===== src/rtl/plti_pkg.sv =====
// Shared types and constants for the piecewise-linear table interpolator.
// No dependencies; every other file in rtl/ imports this package.
package plti_pkg;

  localparam int DefaultTableDepth = 64;
  localparam int ValueWidth        = 32;
  localparam int CountWidth        = 7;

  typedef enum logic [1:0] {
    RANGE_INSIDE = 2'd0,
    RANGE_BELOW  = 2'd1,
    RANGE_ABOVE  = 2'd2
  } range_code_t;

  typedef enum logic [0:0] {
    CMD_LOAD  = 1'b0,
    CMD_QUERY = 1'b1
  } cmd_t;

  // Divider handshake towards the sequencer.
  typedef struct packed {
    logic busy;
    logic done;
  } div_status_t;

endpackage


===== src/rtl/plti_div.sv =====
// Restoring divider, one quotient bit per cycle: 64-bit dividend by a
// 32-bit divisor. Depends on plti_pkg.
module plti_div
  import plti_pkg::*;
(
  input  logic                    clk,
  input  logic                    rst,
  input  logic                    start,
  input  logic [2*ValueWidth-1:0] dividend,
  input  logic [ValueWidth-1:0]   divisor,
  output logic [2*ValueWidth-1:0] quotient,
  output div_status_t             status
);

  localparam int CW = $clog2(2 * ValueWidth);

  logic [ValueWidth-1:0]   rem;
  logic [ValueWidth-1:0]   dvsr;
  logic [CW-1:0]           count;
  logic                    busy;
  logic                    done;
  logic [ValueWidth:0]     trial;
  logic                    take;

  assign trial = {rem, quotient[2*ValueWidth-1]};
  assign take  = trial >= {1'b0, dvsr};

  always_ff @(posedge clk) begin
    if (rst) begin
      busy <= 1'b0;
      done <= 1'b0;
    end else begin
      done <= 1'b0;
      if (start) begin
        busy <= 1'b1;
      end else if (busy && count == CW'(2 * ValueWidth - 1)) begin
        busy <= 1'b0;
        done <= 1'b1;
      end
    end
  end

  always_ff @(posedge clk) begin
    if (start) begin
      rem      <= '0;
      dvsr     <= divisor;
      quotient <= dividend;
      count    <= '0;
    end else if (busy) begin
      // The remainder stays below the divisor, so 32 bits hold it after the subtract.
      rem      <= take ? ValueWidth'(trial - {1'b0, dvsr}) : trial[ValueWidth-1:0];
      quotient <= {quotient[2*ValueWidth-2:0], take};
      count    <= count + 1'b1;
    end
  end

  assign status = '{busy: busy, done: done};

endmodule


===== config.mk =====
export PLATFORM = sky130hd
export DESIGN_NAME = plti_div
export DESIGN_NICKNAME = d
export VERILOG_FILES = /design/src/rtl/plti_pkg.sv /design/src/rtl/plti_div.sv
export SDC_FILE = /design/constraint.sdc
export NUM_CORES = 1
export LEC_CHECK = 0
export ABC_AREA = 1
export BUFFER_PORTS_ARGS = -buffer_cell sky130_fd_sc_hd__buf_2
export CAP_MARGIN = 20
export CELL_PAD_IN_SITES_DETAIL_PLACEMENT = 0
export CELL_PAD_IN_SITES_GLOBAL_PLACEMENT = 1
export CORE_MARGIN = 2
export CORE_UTILIZATION = 43
export DETAILED_ROUTE_END_ITERATION = 10
export PLACE_DENSITY = 0.94
export SETUP_SLACK_MARGIN = 0.3
export SYNTH_ARGS = -nofsm -noshare
export SYNTH_HDL_FRONTEND = slang
export SYNTH_SLANG_ARGS = --single-unit

===== constraint.sdc =====
create_clock -name clk -period 8.4 [get_ports clk]
set_input_delay 0.42 -clock clk [delete_from_list [all_inputs] [get_ports clk]]
set_output_delay 0.42 -clock clk [all_outputs]
set_load 0.05 [all_outputs]

==> flow_metrics.py <==
metrics = {
    "global_route": {
        "grt_pass1_wl_um": 33200,
        "grt_max_degree": 77,
        "gr-total-overflow": 0,
        "grt_pass1_vias": 6939,
        "antenna_found_initial": 0,
        "grt_usage": 0.209,
    },
    "clock_tree": {
        "cts_buffer_depth": 2,
        "cts.repair.resized": 0,
        "insertion_delay_ns": 0.43,
        "clk_pin_slew_worst_paths_ns": 0.06,
        "clkSinkCount": 136,
        "cts-buffers-inserted": 17,
        "h-tree-depth": 4,
        "cts-root-buf": "clkbuf_16",
        "post_cts_buffers": 0,
        "cts_tree": "done",
        "holdBufCountCts": 0,
    },
    "timing": {
        "fin_setup_tns_ns": 0,
        "fin_skew_ns": 0.0106,
        "slew-limit-headroom": 0.364,
        "period_needed_ns": 2.83,
        "tightestPinTransition_ns": 0.954,
        "fmax_ghz": 0.353,
        "setup_violations": 0,
        "fin_crit_sh": 0.337,
        "slew_viol_final": 0,
        "rsz0062_at_grt": "no",
        "hold_slack_ns": 0.166,
        "hold_violations": 0,
    },
    "yosys": {
        "synth_compound_area_frac": 0.0294,
        "netlist_area_um2": 8170,
        "synthTopCellsByArea": "edfxtp_1 (35%), nand2_1 (23%), dfxtp_1 (9.8%)",
        "synthSimpleGateAreaFrac": 0.343,
        "ys_seq_area_frac": 0.451,
        "ys_types": 35,
        "synth_top_family_by_area": "simple AND/OR/NAND/NOR gates",
        "synthAdderAreaFrac": 0.0530,
        "synthMuxAreaShare": 0,
        "yosys.area.top_type": "edfxtp_1",
        "synth.yosys.warnings": 0,
        "yosys.area.top_type_share": 0.353,
        "synth-seq-cells": 136,
        "synth_fp_nets": 1263,
        "avgSynthCellArea_um2": 7.23,
        "syn_inst": 1130,
        "synthXorXnorAreaFrac": 0.0150,
    },
    "drt": {
        "drtPass1Iterations": 5,
        "drc_errors": 0,
        "drt_iter0_markers": 428,
        "viasPerCell": 4.78,
        "routed-via-count": 7335,
        "drt_wl_total_um": 20800,
        "wl_per_cell_um": 13.6,
        "ant_nets": 0,
    },
    "worst_setup_path": {
        "crit_chain": "ha_1 -> nand2_1 -> inv_1 -> nand2_1 -> inv_1 -> a21oi_1 -> nand2_1 -> nor2_4 -> nand2_4 -> nand2_1 -> nand3_1 -> o21ai_0",
        "r2r-end": "rem[0]",
        "critical_path_arrival_ns": 3.17,
        "cp-end-kind": "register",
        "regToRegSetupSlack_ns": 5.57,
        "cp.required_ns": 8.74,
        "crit_end": "rem[0]",
        "critPathLaunch": "rem[29]",
        "worstSetupPathType": "reg2reg",
        "r2r-start": "rem[29]",
        "max_stage_delay_ns": 0.70,
        "path_max_fanout": 34,
        "cp-start-kind": "register",
        "crit_slowest_cell": "nor2_4",
        "cpMostUsedCell": "nand2_1",
        "rr_worst_depth": 12,
    },
    "layout": {
        "finalNonFillerCells": 1534,
        "layout_common_cells": "nand2_1 (500), inv_1 (182), buf_2 (163), edfxtp_1 (96), nand3_1 (85)",
        "final_nets": 1420,
        "diodes": 0,
        "area_growth_pct": 18.9,
        "mostFrequentLayoutCell": "nand2_1",
        "drive_above_1_share": 0.170,
    },
    "floorplan": {
        "die_x_um": 142,
        "die_area_um2": 20100,
        "io_pins": 165,
        "design.core.area_um2": 18700,
        "rows": 50,
        "start_util": 0.437,
        "die_h_um": 142,
    },
    "power": {
        "total_power_w": 0.00180,
        "powerDensity_nw_per_um2": 186,
        "irDropWorstVdd_uv": 134,
        "leakage_nw": 5.23,
    },
    "placement": {
        "placedCellCount": 1501,
        "hpwlAfterDp_um": 15300,
        "io_buffers": 164,
        "gp_congestion": 0.903,
    },
    "min_path": {
        "hp-class": "in2reg",
    },
    "outcome": {
        "status": "finished clean",
    },
    "job": {
        "maxCapViolations": 0,
    },
}
-- worst max-delay path, delay by kind of cell (launching register included) --
| family | cells | cell delay, ns |
|---|---|---|
| buffers and inverters | 2 | 0.10 |
| adder cells (fa/ha/maj) | 1 | 0.37 |
| AND/OR/NAND/NOR | 7 | 1.69 |
| flip-flops | 1 | 0.33 |
| AO/OA/AOI/OAI | 2 | 0.24 |
-- through the flow --
stage	cell area, um^2	util	setup slack [ns]
global route	9720	0.520	5.20
CTS	9700	0.518	5.53
global placement	9160	0.489	5.55
detailed placement	9160	0.489	5.50
floorplan	8170	-	5.17
finish	9720	0.520	5.57
-- cell usage after synthesis --
cell type / number
o21ai_1: 10
nand3_1: 85
nor2_4: 2
a21oi_2: 1
nor4_1: 1
a22o_1: 1
fa_1: 1
a31oi_1: 2
and2_1: 3
ha_1: 33
buf_1: 4
clkinv_1: 4
nand4_1: 8
xor2_1: 1
nand2_4: 1
buf_6: 4
nor3_1: 6
a21oi_1: 20
inv_2: 3
inv_1: 183
o21bai_1: 4
nor2_2: 4
buf_2: 5
nand3_2: 1
nor3b_1: 1
dfxtp_1: 40
nand2_2: 6
nor2_1: 48
clkbuf_1: 15
nand3b_1: 14
nand2_1: 500
xnor2_1: 13
o21ai_0: 6
buf_4: 4
edfxtp_1: 96
-- where the power goes --
group	internal, W	leakage (nW)	switching [W]	total [W]
clock network	0.000384	0.265	0.000314	0.000698
registers	0.000775	1.29	0.0000234	0.000799
logic	0.0000800	3.67	0.000228	0.000308
total	0.00124	5.23	0.000566	0.00180
-- state kept, by name, indices dropped and copies added, names as in the netlist --
register	flops
done	1
dvsr	32
quotient	64
rem	32
busy	1
count	6
-- cell type report --
type                       instances  area, um^2
fill                            1833        8990
sequential                       136        3680
multi-input combinational        772        3600
timing repair buffer             170         881
inverter                         190         713
clock buffer                      18         429
tap                              234         293
clock inverter                    14         114
-- per-layer routing --
layer | track usage | vias to the layer above | routed length (um)
met3 | 0.0466 | 20 | 1070
li1 | - | 3823 | -
met1 | 0.268 | 3294 | 9450
met2 | 0.352 | 198 | 9970
met4 | 0.0637 | 0 | 356
met5 | 0 | - | 0
-- kinds of logic after synthesis --
| group | after synthesis |
|---|---|
| AO/OA/AOI/OAI | 44 |
| XOR/XNOR | 14 |
| adder cells (fa/ha/maj) | 34 |
| buffers and inverters | 222 |
| flip-flops | 136 |
| AND/OR/NAND/NOR | 680 |
-- how the worst min path moves through the flow --
stage           startpoint  slack [ns]       end  depth (start not counted)
2_1_floorplan     count[5]        0.44  count[5]                          2
3_3_place_gp      count[5]        0.45  count[5]                          2
3_5_place_dp       rem[27]        0.46   rem[27]                          2
4_1_cts        divisor[28]        0.16  dvsr[28]                          1
5_1_grt        divisor[28]        0.16  dvsr[28]                          1
6_report        divisor[4]        0.17   dvsr[4]                          1
Note: power is estimated with default switching activity, not from simulation.
